### src/rtl/lgrs_pkg.sv
// ----------------------------------------------------------------------------
// lgrs_pkg
// Shared constants and types for the Life generation row stencil block.
// ----------------------------------------------------------------------------
package lgrs_pkg;

    // Fixed widths of the row and result fields.
    localparam int CELLS      = 64;
    localparam int WIDTH_W    = 7;
    localparam int HEIGHT_W   = 13;
    localparam int ROW_CNT_W  = 7;
    localparam int TOTAL_W    = 19;

    // Grid limits.
    localparam int ROW_WIDTH  = 64;
    localparam int MAX_ROWS   = 4096;

    // Rule counts (B3/S23).
    localparam int BIRTH_COUNT   = 3;
    localparam int SURVIVE_COUNT = 2;

    // Lane partitioning of one row.
    localparam int LANE_CELLS = 8;
    localparam int LANES      = CELLS / LANE_CELLS;
    localparam int LANE_CNT_W = $clog2(LANE_CELLS + 1);
    localparam int NBR_CNT_W  = 4;

    // Configuration port.
    localparam int CFG_IDX_W  = 4;
    localparam int CFG_DATA_W = 16;

    localparam int GRID_WIDTH_RESET  = 64;
    localparam int GRID_HEIGHT_RESET = 64;

    // Height limit as seen through the 13-bit register.
    localparam int MAX_ROWS_LIM = (MAX_ROWS < (1 << HEIGHT_W) - 1) ? MAX_ROWS
                                                                  : (1 << HEIGHT_W) - 1;

    typedef enum logic [CFG_IDX_W-1:0] {
        REG_GRID_WIDTH  = 4'd0,
        REG_GRID_HEIGHT = 4'd1
    } cfg_reg_t;

    // One generation job: the three rows around the target row.
    typedef struct packed {
        logic [CELLS-1:0] up;
        logic [CELLS-1:0] mid;
        logic [CELLS-1:0] down;
        logic [CELLS-1:0] mask;
        logic             last;
    } job_t;

    // What the lanes found for one job.
    typedef struct packed {
        logic [CELLS-1:0]                 next_row;
        logic [LANES-1:0][LANE_CNT_W-1:0] counts;
        logic                             last;
    } lane_res_t;

endpackage

### src/rtl/lgrs_lane.sv
// ----------------------------------------------------------------------------
// lgrs_lane
// Next-generation state and change count for one slice of a row.
// ----------------------------------------------------------------------------
module lgrs_lane (
    input  logic [lgrs_pkg::LANE_CELLS+1:0]  up_win,
    input  logic [lgrs_pkg::LANE_CELLS+1:0]  mid_win,
    input  logic [lgrs_pkg::LANE_CELLS+1:0]  down_win,
    input  logic [lgrs_pkg::LANE_CELLS-1:0]  mask,
    output logic [lgrs_pkg::LANE_CELLS-1:0]  next_bits,
    output logic [lgrs_pkg::LANE_CNT_W-1:0]  change_cnt
);

    logic [lgrs_pkg::LANE_CELLS-1:0] changed;

    // Window bit c+1 is cell c; the outer bits are the neighbors of the slice.
    always_comb
    begin
        logic [lgrs_pkg::NBR_CNT_W-1:0] n;
        for (int c = 0; c < lgrs_pkg::LANE_CELLS; c++)
        begin
            n = lgrs_pkg::NBR_CNT_W'(up_win[c])   + lgrs_pkg::NBR_CNT_W'(up_win[c+1])
              + lgrs_pkg::NBR_CNT_W'(up_win[c+2]) + lgrs_pkg::NBR_CNT_W'(mid_win[c])
              + lgrs_pkg::NBR_CNT_W'(mid_win[c+2]) + lgrs_pkg::NBR_CNT_W'(down_win[c])
              + lgrs_pkg::NBR_CNT_W'(down_win[c+1]) + lgrs_pkg::NBR_CNT_W'(down_win[c+2]);
            next_bits[c] = mask[c]
                && ((n == lgrs_pkg::NBR_CNT_W'(lgrs_pkg::BIRTH_COUNT))
                    || ((n == lgrs_pkg::NBR_CNT_W'(lgrs_pkg::SURVIVE_COUNT)) && mid_win[c+1]));
        end
    end

    assign changed = (next_bits ^ mid_win[lgrs_pkg::LANE_CELLS:1]) & mask;

    always_comb
    begin
        change_cnt = '0;
        for (int c = 0; c < lgrs_pkg::LANE_CELLS; c++)
        begin
            change_cnt = change_cnt + lgrs_pkg::LANE_CNT_W'(changed[c]);
        end
    end

endmodule

### src/rtl/lgrs_merge.sv
// ----------------------------------------------------------------------------
// lgrs_merge
// Registers the lane results, sums the lane counts, keeps the frame total
// and holds the output register.
// ----------------------------------------------------------------------------
module lgrs_merge (
    input  logic                              clk,
    input  logic                              rst_n,
    input  logic                              res_valid,
    output logic                              res_ready,
    input  lgrs_pkg::lane_res_t               res,
    output logic                              out_valid,
    input  logic                              out_stall,
    output logic [lgrs_pkg::CELLS-1:0]        next_row,
    output logic [lgrs_pkg::ROW_CNT_W-1:0]    row_changes,
    output logic [lgrs_pkg::TOTAL_W-1:0]      frame_changes,
    output logic                              frame_last
);

    logic                               s1_valid_reg;
    lgrs_pkg::lane_res_t                s1_reg;
    logic                               out_valid_reg;
    logic [lgrs_pkg::CELLS-1:0]         next_row_reg;
    logic [lgrs_pkg::ROW_CNT_W-1:0]     row_changes_reg;
    logic [lgrs_pkg::TOTAL_W-1:0]       frame_changes_reg;
    logic                               frame_last_reg;
    logic [lgrs_pkg::TOTAL_W-1:0]       total_reg;
    logic [lgrs_pkg::TOTAL_W-1:0]       total_next;
    logic [lgrs_pkg::ROW_CNT_W-1:0]     row_sum;
    logic                               out_take;

    assign out_take  = !out_valid_reg || !out_stall;
    assign res_ready = !s1_valid_reg || out_take;

    always_comb
    begin
        row_sum = '0;
        for (int l = 0; l < lgrs_pkg::LANES; l++)
        begin
            row_sum = row_sum + lgrs_pkg::ROW_CNT_W'(s1_reg.counts[l]);
        end
    end

    assign total_next = total_reg + lgrs_pkg::TOTAL_W'(row_sum);

    always_ff @(posedge clk or negedge rst_n)
    begin
        if (!rst_n)
        begin
            s1_valid_reg  <= 1'b0;
            out_valid_reg <= 1'b0;
            total_reg     <= '0;
        end
        else
        begin
            if (res_ready)
            begin
                s1_valid_reg <= res_valid;
            end
            if (out_take)
            begin
                out_valid_reg <= s1_valid_reg;
                // The total starts over once the final row of a frame goes out.
                if (s1_valid_reg)
                begin
                    total_reg <= s1_reg.last ? '0 : total_next;
                end
            end
        end
    end

    always_ff @(posedge clk)
    begin
        if (res_ready && res_valid)
        begin
            s1_reg <= res;
        end
        if (out_take && s1_valid_reg)
        begin
            next_row_reg      <= s1_reg.next_row;
            row_changes_reg   <= row_sum;
            frame_changes_reg <= total_next;
            frame_last_reg    <= s1_reg.last;
        end
    end

    assign out_valid     = out_valid_reg;
    assign next_row      = next_row_reg;
    assign row_changes   = row_changes_reg;
    assign frame_changes = frame_changes_reg;
    assign frame_last    = frame_last_reg;

endmodule

### src/rtl/life_generation_row_stencil_top.sv
// ----------------------------------------------------------------------------
// life_generation_row_stencil_top
// One Conway Life generation (B3/S23) over a grid streamed one row per
// transfer.
// ----------------------------------------------------------------------------
// The block takes one row per cycle while in_stall is low; each row after the
// first of a frame yields the next state of the row before it. A final row
// with a row before it yields two result rows, so it holds off the next row
// while its own job waits: both go through the single array of eight lanes,
// which evaluates one row per cycle unless the merge stage holds it. Results
// pass the job, merge stage and output registers, the second of a final row
// after waiting in the pending job register; the output register lets the
// next row enter while a result waits. Each result carries its row's count of
// changed cells and the running frame total, which is zero for a stable grid.
// ----------------------------------------------------------------------------
module life_generation_row_stencil_top (
    input  logic                                  clk,
    input  logic                                  rst_n,
    input  logic                                  cfg_valid,
    output logic                                  cfg_ready,
    input  logic [lgrs_pkg::CFG_IDX_W-1:0]        cfg_index,
    input  logic [lgrs_pkg::CFG_DATA_W-1:0]       cfg_data,
    input  logic                                  in_valid,
    output logic                                  in_stall,
    input  logic [lgrs_pkg::CELLS-1:0]            row_cells,
    output logic                                  out_valid,
    input  logic                                  out_stall,
    output logic [lgrs_pkg::CELLS-1:0]            next_row,
    output logic [lgrs_pkg::ROW_CNT_W-1:0]        row_changes,
    output logic [lgrs_pkg::TOTAL_W-1:0]          frame_changes,
    output logic                                  frame_last
);

    localparam logic [lgrs_pkg::HEIGHT_W:0] MAX_ROWS_CLIP =
        (lgrs_pkg::HEIGHT_W+1)'(lgrs_pkg::MAX_ROWS_LIM);

    logic [lgrs_pkg::WIDTH_W-1:0]   width_reg;
    logic [lgrs_pkg::HEIGHT_W-1:0]  height_reg;
    logic [lgrs_pkg::CELLS-1:0]     upper_reg;
    logic [lgrs_pkg::CELLS-1:0]     middle_reg;
    logic [lgrs_pkg::HEIGHT_W-1:0]  row_index_reg;
    lgrs_pkg::job_t                 job_reg;
    logic                           job_valid_reg;
    lgrs_pkg::job_t                 pend_reg;
    logic                           pend_valid_reg;

    logic [lgrs_pkg::CELLS-1:0]     mask;
    logic [lgrs_pkg::CELLS-1:0]     row;
    logic [lgrs_pkg::HEIGHT_W:0]    eff_height;
    logic                           last;
    logic                           has_prev;
    logic                           accept;
    logic                           job_take;
    logic                           res_ready;
    lgrs_pkg::job_t                 job_prev;
    lgrs_pkg::job_t                 job_final;
    lgrs_pkg::lane_res_t            lane_res;
    logic [lgrs_pkg::CELLS+1:0]     up_pad;
    logic [lgrs_pkg::CELLS+1:0]     mid_pad;
    logic [lgrs_pkg::CELLS+1:0]     down_pad;

    // ------------------------------------------------------------------
    // Configuration
    // ------------------------------------------------------------------
    assign cfg_ready = 1'b1;

    always_ff @(posedge clk or negedge rst_n)
    begin
        if (!rst_n)
        begin
            width_reg  <= lgrs_pkg::WIDTH_W'(lgrs_pkg::GRID_WIDTH_RESET);
            height_reg <= lgrs_pkg::HEIGHT_W'(lgrs_pkg::GRID_HEIGHT_RESET);
        end
        else if (cfg_valid && cfg_ready)
        begin
            unique case (cfg_index)
                lgrs_pkg::REG_GRID_WIDTH:  width_reg  <= cfg_data[lgrs_pkg::WIDTH_W-1:0];
                lgrs_pkg::REG_GRID_HEIGHT: height_reg <= cfg_data[lgrs_pkg::HEIGHT_W-1:0];
                default: ;
            endcase
        end
    end

    // ------------------------------------------------------------------
    // Row intake and job building
    // ------------------------------------------------------------------
    always_comb
    begin
        for (int c = 0; c < lgrs_pkg::CELLS; c++)
        begin
            mask[c] = (c < lgrs_pkg::ROW_WIDTH)
                   && (width_reg > lgrs_pkg::WIDTH_W'(c));
        end
    end

    always_comb
    begin
        eff_height = {1'b0, height_reg};
        if (height_reg == '0)
        begin
            eff_height = (lgrs_pkg::HEIGHT_W+1)'(1);
        end
        else if (eff_height > MAX_ROWS_CLIP)
        begin
            eff_height = MAX_ROWS_CLIP;
        end
    end

    assign row      = row_cells & mask;
    assign has_prev = (row_index_reg != '0);
    assign last     = ({1'b0, row_index_reg} + (lgrs_pkg::HEIGHT_W+1)'(1)) >= eff_height;

    assign job_take = !job_valid_reg || res_ready;
    assign in_stall = pend_valid_reg || !job_take;
    assign accept   = in_valid && !in_stall;

    always_comb
    begin
        job_prev.up    = upper_reg & mask;
        job_prev.mid   = middle_reg & mask;
        job_prev.down  = row;
        job_prev.mask  = mask;
        job_prev.last  = 1'b0;

        job_final.up   = has_prev ? (middle_reg & mask) : '0;
        job_final.mid  = row;
        job_final.down = '0;
        job_final.mask = mask;
        job_final.last = 1'b1;
    end

    always_ff @(posedge clk or negedge rst_n)
    begin
        if (!rst_n)
        begin
            upper_reg      <= '0;
            middle_reg     <= '0;
            row_index_reg  <= '0;
            job_valid_reg  <= 1'b0;
            pend_valid_reg <= 1'b0;
        end
        else
        begin
            if (accept)
            begin
                if (last)
                begin
                    upper_reg     <= '0;
                    middle_reg    <= '0;
                    row_index_reg <= '0;
                end
                else
                begin
                    upper_reg     <= has_prev ? middle_reg : '0;
                    middle_reg    <= row;
                    row_index_reg <= row_index_reg + lgrs_pkg::HEIGHT_W'(1);
                end
            end
            if (job_take)
            begin
                if (pend_valid_reg)
                begin
                    job_valid_reg  <= 1'b1;
                    pend_valid_reg <= 1'b0;
                end
                else
                begin
                    job_valid_reg  <= accept && (has_prev || last);
                    pend_valid_reg <= accept && has_prev && last;
                end
            end
        end
    end

    // A final row with a row before it issues that row's job first and keeps
    // its own job waiting in the pending register.
    always_ff @(posedge clk)
    begin
        if (job_take)
        begin
            if (pend_valid_reg)
            begin
                job_reg <= pend_reg;
            end
            else if (accept)
            begin
                job_reg <= has_prev ? job_prev : job_final;
            end
        end
        if (job_take && !pend_valid_reg && accept)
        begin
            pend_reg <= job_final;
        end
    end

    // ------------------------------------------------------------------
    // Lanes
    // ------------------------------------------------------------------
    assign up_pad   = {1'b0, job_reg.up,   1'b0};
    assign mid_pad  = {1'b0, job_reg.mid,  1'b0};
    assign down_pad = {1'b0, job_reg.down, 1'b0};
    assign lane_res.last = job_reg.last;

    for (genvar l = 0; l < lgrs_pkg::LANES; l++)
    begin : g_lane
        lgrs_lane u_lane (
            .up_win     (up_pad[l*lgrs_pkg::LANE_CELLS +: lgrs_pkg::LANE_CELLS+2]),
            .mid_win    (mid_pad[l*lgrs_pkg::LANE_CELLS +: lgrs_pkg::LANE_CELLS+2]),
            .down_win   (down_pad[l*lgrs_pkg::LANE_CELLS +: lgrs_pkg::LANE_CELLS+2]),
            .mask       (job_reg.mask[l*lgrs_pkg::LANE_CELLS +: lgrs_pkg::LANE_CELLS]),
            .next_bits  (lane_res.next_row[l*lgrs_pkg::LANE_CELLS +: lgrs_pkg::LANE_CELLS]),
            .change_cnt (lane_res.counts[l])
        );
    end

    // ------------------------------------------------------------------
    // Merge and output
    // ------------------------------------------------------------------
    lgrs_merge u_merge (
        .clk           (clk),
        .rst_n         (rst_n),
        .res_valid     (job_valid_reg),
        .res_ready     (res_ready),
        .res           (lane_res),
        .out_valid     (out_valid),
        .out_stall     (out_stall),
        .next_row      (next_row),
        .row_changes   (row_changes),
        .frame_changes (frame_changes),
        .frame_last    (frame_last)
    );

endmodule

### config.mk
export PLATFORM = sky130hd
export DESIGN_NAME = life_generation_row_stencil_top
export DESIGN_NICKNAME = d
export VERILOG_FILES = /design/src/rtl/lgrs_pkg.sv /design/src/rtl/lgrs_lane.sv /design/src/rtl/lgrs_merge.sv /design/src/rtl/life_generation_row_stencil_top.sv
export SDC_FILE = /design/constraint.sdc
export NUM_CORES = 2
export LEC_CHECK = 0
export BUFFER_PORTS_ARGS = -buffer_cell sky130_fd_sc_hd__buf_2
export CORE_AREA = 2 2 385 387
export CTS_CLUSTER_DIAMETER = 200
export DETAILED_ROUTE_END_ITERATION = 16
export DIE_AREA = 0 0 387 389
export GPL_TIMING_DRIVEN = 1
export PLACE_DENSITY = 0.48
export SYNTH_ARGS = -nofsm -noshare
export SYNTH_HDL_FRONTEND = slang
export SYNTH_HIERARCHICAL = 1
export SYNTH_SLANG_ARGS = --single-unit
### constraint.sdc
create_clock -name clk -period 15.8 [get_ports clk]
set_clock_uncertainty 0.1 [all_clocks]
set_input_delay 0 -clock clk [delete_from_list [all_inputs] [get_ports clk]]
set_output_delay 0 -clock clk [all_outputs]
set_load 0.05 [all_outputs]
---- Word level (Yosys, flattened, before mapping) ----
Index checks and enable logic that the tools add are counted.
word-level totals
  output and inout bits ................... 94
  word-level logic and storage cells ...... 986
  input bits .............................. 89
  flip-flop bits (word level) ............. 821
cells by class
  add/sub/neg operators ................... 507
  equality and inequality tests ........... 129
  reduce and logical (&&, ||, !) cells .... 220
  bitwise operators ....................... 19
  magnitude comparators ................... 66
  muxes and demuxes ....................... 13
operators by type and width
  kind                                                            number
  adder 4 x 1 -> 4 bit                                            426
  two-way mux 257 bit                                             3
  == test 4 x 2 -> 1 bit (second input constant)                  128
  two-way mux 64 bit                                              4
  greater-than comparator 7 x 6 -> 1 bit (second input constant)  32
  AND 64 bit                                                      3
  adder 1 x 1 -> 2 bit                                            71
  logical AND 1 bit                                               136
  greater-than comparator 7 x 5 -> 1 bit (second input constant)  16
  logical OR 1 bit                                                69
  AND 8 bit                                                       8
  bitwise XOR 8 bit                                               8
  greater-than comparator 7 x 4 -> 1 bit (second input constant)  8
  adder 7 x 4 -> 7 bit                                            6
  greater-than comparator 7 x 3 -> 1 bit (second input constant)  4
  two-way mux 13 bit                                              2
  adder 19 x 7 -> 19 bit                                          1
  two-way mux 19 bit                                              1
  adder 13 x 1 -> 14 bit (second input constant)                  1
  greater-or-equal comparator 14 bit                              1
  greater-than comparator 7 x 1 -> 1 bit (second input constant)  2
  greater-than comparator 7 x 2 -> 1 bit (second input constant)  2
  two-way mux 14 bit                                              1
  adder 13 x 1 -> 13 bit (second input constant)                  1
  10 further kinds                                                20

---- Logic depth before layout (Yosys ltp) ----
  word-level depth ........................ 20
  mapped depth ............................ 21
  gate-level depth less buffers ........... 21

---- By module ----
Netlist, hierarchy kept.
modules (own cells, without submodules)
  module                             instances  seq. area each (um^2)  area an instance (um^2)  cells an instance
  life_generation_row_stencil_top    1          17564.3                25391.9                  1984
  lgrs_lane at g_lane[0].u_lane ...  5          0.0                    1654.1                   177
  lgrs_merge                         1          6170.9                 7906.3                   431
  lgrs_lane at g_lane[7].u_lane      1          0.0                    1654.1                   179
  lgrs_lane at g_lane[3].u_lane      1          0.0                    1651.6                   173
  lgrs_lane at g_lane[2].u_lane      1          0.0                    1649.1                   168

---- Worst setup path after synthesis ----
No wires, ideal clock.
  path kind ............................... register -> register
  from .................................... register pend_valid_reg
  to ...................................... register job_reg, in the netlist down_pad[10] (enable)
  period minus slack after synthesis ...... 12.575 ns
  buffers on the path ..................... 2
  stages on the path, launching flop included .. 5
  setup time .............................. 0.878 ns
  data arrival time ....................... 11.596 ns
  setup slack ............................. 3.225 ns
  data required time ...................... 14.822 ns
  cells stage by stage .................... dfrtp_1 clkbuf_1 clkbuf_1 nor2_1 nor2_1
on the way
  cells in the longest elaborated chain, start to end .. 5
ends and longest elaborated chain
  element                                 line                                    RTL
  start: declaration                      life_generation_row_stencil_top.sv:45   logic pend_valid_reg;
  start signal: assignment                life_generation_row_stencil_top.sv:169  pend_valid_reg <= accept && has_prev && last;
  logical OR 1 bit                        life_generation_row_stencil_top.sv:114  assign in_stall = pend_valid_reg || !job_take;
  logical NOT 1 bit                       life_generation_row_stencil_top.sv:115  assign accept = in_valid && !in_stall;
  logical AND 1 bit                       life_generation_row_stencil_top.sv:115
  nonzero test 2 bit (no source line) *   n/a
  AND reduction 2 bit (no source line) *  n/a
  end signal: assignment                  life_generation_row_stencil_top.sv:183  job_reg <= pend_reg;
  end signal: assignment                  life_generation_row_stencil_top.sv:187  job_reg <= has_prev ? job_prev : job_final;
  end: declaration                        life_generation_row_stencil_top.sv:42   lgrs_pkg::job_t job_reg;
Mark *: on every way between the ends. The rest lies on a longest branch, timed or not.
A chain may end at the register's enable or synchronous reset.

---- Worst setup path after layout ----
  from .................................... register u_merge/s1_reg[2] (netlist name)
  to ...................................... register u_merge/total_reg[11] (netlist name)
on the way
  cells in the longest elaborated chain, start to end .. 9
ends and longest elaborated chain
  element                            line              RTL
  start: declaration                 lgrs_merge.sv:21  lgrs_pkg::lane_res_t s1_reg;
  start signal: assignment           lgrs_merge.sv:76  s1_reg <= res;
  adder 4 x 4 -> 5 bit               lgrs_merge.sv:40  row_sum = row_sum + lgrs_pkg::ROW_CNT_W'(s1_reg.counts[l]);
  adder 7 x 4 -> 7 bit (6 in a row)  lgrs_merge.sv:40
  net u_merge.row_sum (one bit)      lgrs_merge.sv:29  logic [lgrs_pkg::ROW_CNT_W-1:0] row_sum;
  adder 19 x 7 -> 19 bit             lgrs_merge.sv:44  assign total_next = total_reg + lgrs_pkg::TOTAL_W'(row_sum);
  two-way mux 19 bit                 lgrs_merge.sv:66  total_reg <= s1_reg.last ? '0 : total_next;
  end signal: assignment             lgrs_merge.sv:66
  end: declaration                   lgrs_merge.sv:27  logic [lgrs_pkg::TOTAL_W-1:0] total_reg;
The timed path passes the listed nets, and every way through them passes these cells.

==> flow_summary.html <==
<table>
<tr><th>Metric</th><th>Value</th></tr>
<tr><th colspan="2">Logic synthesis</th></tr>
<tr><td>Average cell area after synthesis</td><td>12.2 µm²</td></tr>
<tr><td>Netlist area before placement</td><td>46,500 µm²</td></tr>
<tr><td>Yosys cell types</td><td>73</td></tr>
<tr><td>Most common cell in the netlist</td><td>sky130_fd_sc_hd__edfxtp_1</td></tr>
<tr><td>Fraction of post-synthesis cell area in the top cell type by area</td><td>about 40%</td></tr>
<tr><td>Cell accounting for the most synthesized area</td><td>sky130_fd_sc_hd__edfxtp_1</td></tr>
<tr><td>Commonest cells in the netlist</td><td>sky130_fd_sc_hd__edfxtp_1, sky130_fd_sc_hd__nand2_1, sky130_fd_sc_hd__inv_1, sky130_fd_sc_hd__fa_1, sky130_fd_sc_hd__ha_1</td></tr>
<tr><td>Count of state elements after synthesis</td><td>just over 800</td></tr>
<tr><td>Yosys synthesis warning count</td><td>6</td></tr>
<tr><td>Proportion of synthesized chip area in sequential cells</td><td>between 50% and 60%</td></tr>
<tr><td>EDFF count, synth</td><td>637</td></tr>
<tr><td>Synth area leaders</td><td>sky130_fd_sc_hd__edfxtp_1, sky130_fd_sc_hd__fa_1, sky130_fd_sc_hd__dfrtp_1, sky130_fd_sc_hd__ha_1, sky130_fd_sc_hd__nand2_1</td></tr>
<tr><td>Fraction of registers with async set/reset</td><td>~22%</td></tr>
<tr><td>Main flop type after synthesis</td><td>sky130_fd_sc_hd__edfxtp_1</td></tr>
<tr><td>Cells after Synth</td><td>~3,800</td></tr>
<tr><th colspan="2">Timing</th></tr>
<tr><td>Final setup violating endpoints</td><td>0</td></tr>
<tr><td>RSZ-0062 raised after global routing</td><td>no</td></tr>
<tr><td>Time the final worst path needs with I/O delays and setup</td><td>around 6.3 ns</td></tr>
<tr><td>Max-slew headroom</td><td>a little under a quarter</td></tr>
<tr><td>Share of the clock period used by the worst path</td><td>between 30% and 40%</td></tr>
<tr><td>Number of slew-limit violations in the final report</td><td>0</td></tr>
<tr><td>Max frequency</td><td>between 0.15 and 0.2 GHz</td></tr>
<tr><td>Number of failing hold endpoints at the final stage</td><td>0</td></tr>
<tr><td>Total Negative Setup Slacks</td><td>0 ns</td></tr>
<tr><td>Least-Margin Pin Slew</td><td>1.14 ns</td></tr>
<tr><th colspan="2">Critical path</th></tr>
<tr><td>Worst setup EP type</td><td>flip-flop</td></tr>
<tr><td>Maximum fanout count along the critical path</td><td>6</td></tr>
<tr><td>Critical path start-end classification</td><td>reg2reg</td></tr>
<tr><td>Number of cells traversed by the worst register-to-register path</td><td>21</td></tr>
<tr><td>Nature of the critical path startpoint</td><td>flip-flop</td></tr>
<tr><td>CP required</td><td>between 15 and 20 ns</td></tr>
<tr><td>Capture point of the worst reg-to-reg path</td><td>u_merge/total_reg[11]$_DFFE_PN0P_</td></tr>
<tr><td>Arrival time at the worst endpoint</td><td>6.82 ns</td></tr>
<tr><td>Setup slack, reg-to-reg</td><td>roughly 9.5 ns</td></tr>
<tr><td>Reg2reg start</td><td>u_merge/s1_reg[2]$_DFFE_PP_</td></tr>
<tr><th colspan="2">Floorplanning</th></tr>
<tr><td>Die Ht</td><td>around 400 µm</td></tr>
<tr><td>Number of rows created at floorplan</td><td>~140</td></tr>
<tr><td>Starting density of the core</td><td>a little under a third</td></tr>
<tr><td>Die span in x</td><td>a little under 400 µm</td></tr>
<tr><td>Ports placed on the boundary</td><td>roughly 180</td></tr>
<tr><td>Die outline area</td><td>around 150,000 µm²</td></tr>
<tr><td>Area of the placeable core</td><td>about 150,000 µm²</td></tr>
<tr><th colspan="2">Detailed routing</th></tr>
<tr><td>Via count</td><td>29,100</td></tr>
<tr><td>Number of detailed-routing iterations run before antenna repair</td><td>5</td></tr>
<tr><td>Average via count per standard cell</td><td>between 4 and 5</td></tr>
<tr><td>DRC marker count from the first detailed-route iteration</td><td>approximately 1,800</td></tr>
<tr><td>Antenna Nets Post-Route</td><td>0</td></tr>
<tr><td>DRC violation count after routing</td><td>0</td></tr>
<tr><td>Routed len/inst</td><td>between 15 and 20 µm</td></tr>
<tr><td>Total Wirelength</td><td>around 120,000 µm</td></tr>
<tr><th colspan="2">Clock tree</th></tr>
<tr><td>Setup repair bufs after CTS</td><td>0</td></tr>
<tr><td>Clock Tree Root</td><td>sky130_fd_sc_hd__clkbuf_16</td></tr>
<tr><td>Inserted Clock Buffers</td><td>98</td></tr>
<tr><td># clock sinks</td><td>821</td></tr>
<tr><td>Clock insertion delay at the later pin of the skew report</td><td>between 0.7 and 0.8 ns</td></tr>
<tr><td>CTS tree</td><td>built</td></tr>
<tr><td>Longest Clk Path Bufs</td><td>3</td></tr>
<tr><td>Number of levels in the clock H-tree</td><td>3</td></tr>
<tr><td>Post-cts hold buffer count</td><td>92</td></tr>
<tr><td>Reg clk slew, reported paths</td><td>0.06 ns</td></tr>
<tr><td>Number of instances resized during post-cts repair</td><td>0</td></tr>
<tr><th colspan="2">Run status</th></tr>
<tr><td>Result of the run</td><td>finished clean</td></tr>
<tr><th colspan="2">GRT</th></tr>
<tr><td>Largest net degree at the start of global routing</td><td>approximately 110</td></tr>
<tr><td>First-pass GRT wire length</td><td>~190,000 µm</td></tr>
<tr><td>Tot GR Track Use</td><td>between 15 and 20%</td></tr>
<tr><td>Aggregate global routing overflow</td><td>0</td></tr>
<tr><td>GR met1 Demand/Resource</td><td>about 23%</td></tr>
<tr><td>Via count of the first global-routing pass</td><td>approximately 30,000</td></tr>
<tr><td>GR peak layer</td><td>met2</td></tr>
<tr><td>Initial antenna violation count</td><td>9</td></tr>
<tr><td>Global-route met3 utilization</td><td>about 2.7%</td></tr>
<tr><td>Global routing met2 resource utilization</td><td>between 20% and 30%</td></tr>
<tr><th colspan="2">Finish</th></tr>
<tr><td>Largest register FFs</td><td>approximately 190</td></tr>
<tr><td>Post-layout net count</td><td>4,732</td></tr>
<tr><td>Fraction of final layout cells with drive strength greater than 1</td><td>around 13%</td></tr>
<tr><td>Area Growth Syn to Fin</td><td>15.7%</td></tr>
<tr><th colspan="2">Hold path</th></tr>
<tr><td>Endpoint of the worst hold-timing path</td><td>height_reg[6]$_DFFE_PN1P_</td></tr>
<tr><td>Hold Crit Start</td><td>cfg_data[6]</td></tr>
<tr><td>Type of the worst min-delay path</td><td>in2reg</td></tr>
<tr><td>Hold Crit Depth</td><td>3</td></tr>
<tr><th colspan="2">Placement</th></tr>
<tr><td>Placer congestion estimate</td><td>just under 0.8</td></tr>
<tr><td>Quantity of I/O buffers inserted on ports</td><td>178</td></tr>
<tr><td>Detailed placement HPWL</td><td>around 84,000 µm</td></tr>
<tr><th colspan="2">Job</th></tr>
<tr><td>MaxCap Viol Count</td><td>0</td></tr>
</table>
-- layout make-up --
class | count | area (µm²)
Fill cell | 14300 | 92800
Sequential cell | 821 | 23700
Multi-Input combinational cell | 2382 | 20500
Clock buffer | 141 | 2820
Tap cell | 1930 | 2410
Timing Repair Buffer | 297 | 2050
Inverter | 485 | 1840
Clock inverter | 43 | 482
Antenna cell | 7 | 17.5
-- worst max path at each step --
stage	start	end	cells after the start
global route	u_merge/s1_reg[2]$_DFFE_PP_	u_merge/total_reg[11]$_DFFE_PN0P_	21
floorplan	pend_valid_reg$_DFFE_PN0N_	down_pad[10]$_SDFFCE_PP0P_	4
CTS	u_merge/s1_reg[2]$_DFFE_PP_	u_merge/total_reg[11]$_DFFE_PN0P_	21
global placement	u_merge/s1_reg[2]$_DFFE_PP_	u_merge/total_reg[11]$_DFFE_PN0P_	21
finish	u_merge/s1_reg[2]$_DFFE_PP_	u_merge/total_reg[11]$_DFFE_PN0P_	21
detailed placement	u_merge/s1_reg[2]$_DFFE_PP_	u_merge/total_reg[11]$_DFFE_PN0P_	21
-- stage by stage --
stage                     hold slack [ns]  worst slack (ns)  util, %  instance area (µm²)  std cells
after global placement            -0.0252              9.50     33.8                49600       5823
after global routing               0.0513              9.17     36.7                53800       6100
final                              0.0710              9.49     36.7                53800       6106
after floorplan                    -0.396              3.23        -                46500       3825
after detailed placement          -0.0304              9.43     33.8                49600       5823
after CTS                         0.00356              9.45     36.7                53800       6099
-- kinds of logic (layout without fill, tap and decap cells) --
| family | Yosys count | count (layout) | synth area share (%) |
|---|---|---|---|
| other | 2 | 14 | 0.0161 |
| muxes | 188 | 188 | 4.40 |
| DFF | 821 | 821 | 51.0 |
| buffers and inverters | 622 | 966 | 5.20 |
| adders and majority gates | 558 | 558 | 20.0 |
| xor gates and xnor gates | 41 | 41 | 0.772 |
| AOI/OAI and AO/OA | 563 | 563 | 8.14 |
| and+or+nand+nor | 1025 | 1025 | 10.4 |
-- metal layers --
metal / routed length [µm] / vias to the layer above
li1: - / 13900
met5: 8 / -
met3: 5430 / 148
met1: 57600 / 14500
met2: 55500 / 536
met4: 2910 / 2
-- cell usage in the layout, fill, tap and decap left out, types with 26 or more instances in the layout --
cell,n
sky130_fd_sc_hd__o31ai_1,78
sky130_fd_sc_hd__a22o_1,71
sky130_fd_sc_hd__buf_4,26
sky130_fd_sc_hd__o21ai_1,32
sky130_fd_sc_hd__and3_1,86
sky130_fd_sc_hd__buf_2,177
sky130_fd_sc_hd__clkbuf_16,102
sky130_fd_sc_hd__inv_1,481
sky130_fd_sc_hd__edfxtp_1,637
sky130_fd_sc_hd__mux2_1,38
sky130_fd_sc_hd__a31oi_1,30
sky130_fd_sc_hd__mux2i_1,56
sky130_fd_sc_hd__mux2_2,94
sky130_fd_sc_hd__nand2b_1,35
sky130_fd_sc_hd__dfrtp_1,181
sky130_fd_sc_hd__nand3b_1,55
sky130_fd_sc_hd__xnor2_1,33
sky130_fd_sc_hd__nand2_1,489
sky130_fd_sc_hd__dlygate4sd3_1,91
sky130_fd_sc_hd__ha_1,248
sky130_fd_sc_hd__o21ai_0,166
sky130_fd_sc_hd__a21oi_1,56
sky130_fd_sc_hd__fa_1,310
sky130_fd_sc_hd__a21o_1,31
sky130_fd_sc_hd__clkbuf_1,27
sky130_fd_sc_hd__nand3_1,86
sky130_fd_sc_hd__nor2_1,173
-- critical path: stages (launching register included) --
cell and delay [ns]:
sky130_fd_sc_hd__edfxtp_1 0.34, sky130_fd_sc_hd__inv_1 0.06, sky130_fd_sc_hd__fa_1 0.53, sky130_fd_sc_hd__inv_1 0.04
sky130_fd_sc_hd__ha_1 0.21, sky130_fd_sc_hd__fa_1 0.53, sky130_fd_sc_hd__fa_1 0.51, sky130_fd_sc_hd__inv_1 0.05
sky130_fd_sc_hd__fa_1 0.50, sky130_fd_sc_hd__fa_1 0.54, sky130_fd_sc_hd__inv_1 0.04, sky130_fd_sc_hd__ha_1 0.21
sky130_fd_sc_hd__fa_1 0.40, sky130_fd_sc_hd__a21o_1 0.18, sky130_fd_sc_hd__a21oi_1 0.17, sky130_fd_sc_hd__xnor2_1 0.16
sky130_fd_sc_hd__ha_1 0.39, sky130_fd_sc_hd__a21oi_2 0.11, sky130_fd_sc_hd__a21oi_1 0.38, sky130_fd_sc_hd__nand2_2 0.19
sky130_fd_sc_hd__or4_1 0.50, sky130_fd_sc_hd__o311ai_1 0.09
Power is not shown: default switching activity piles up to over one toggle a cycle in this logic, so the estimate is an artifact.
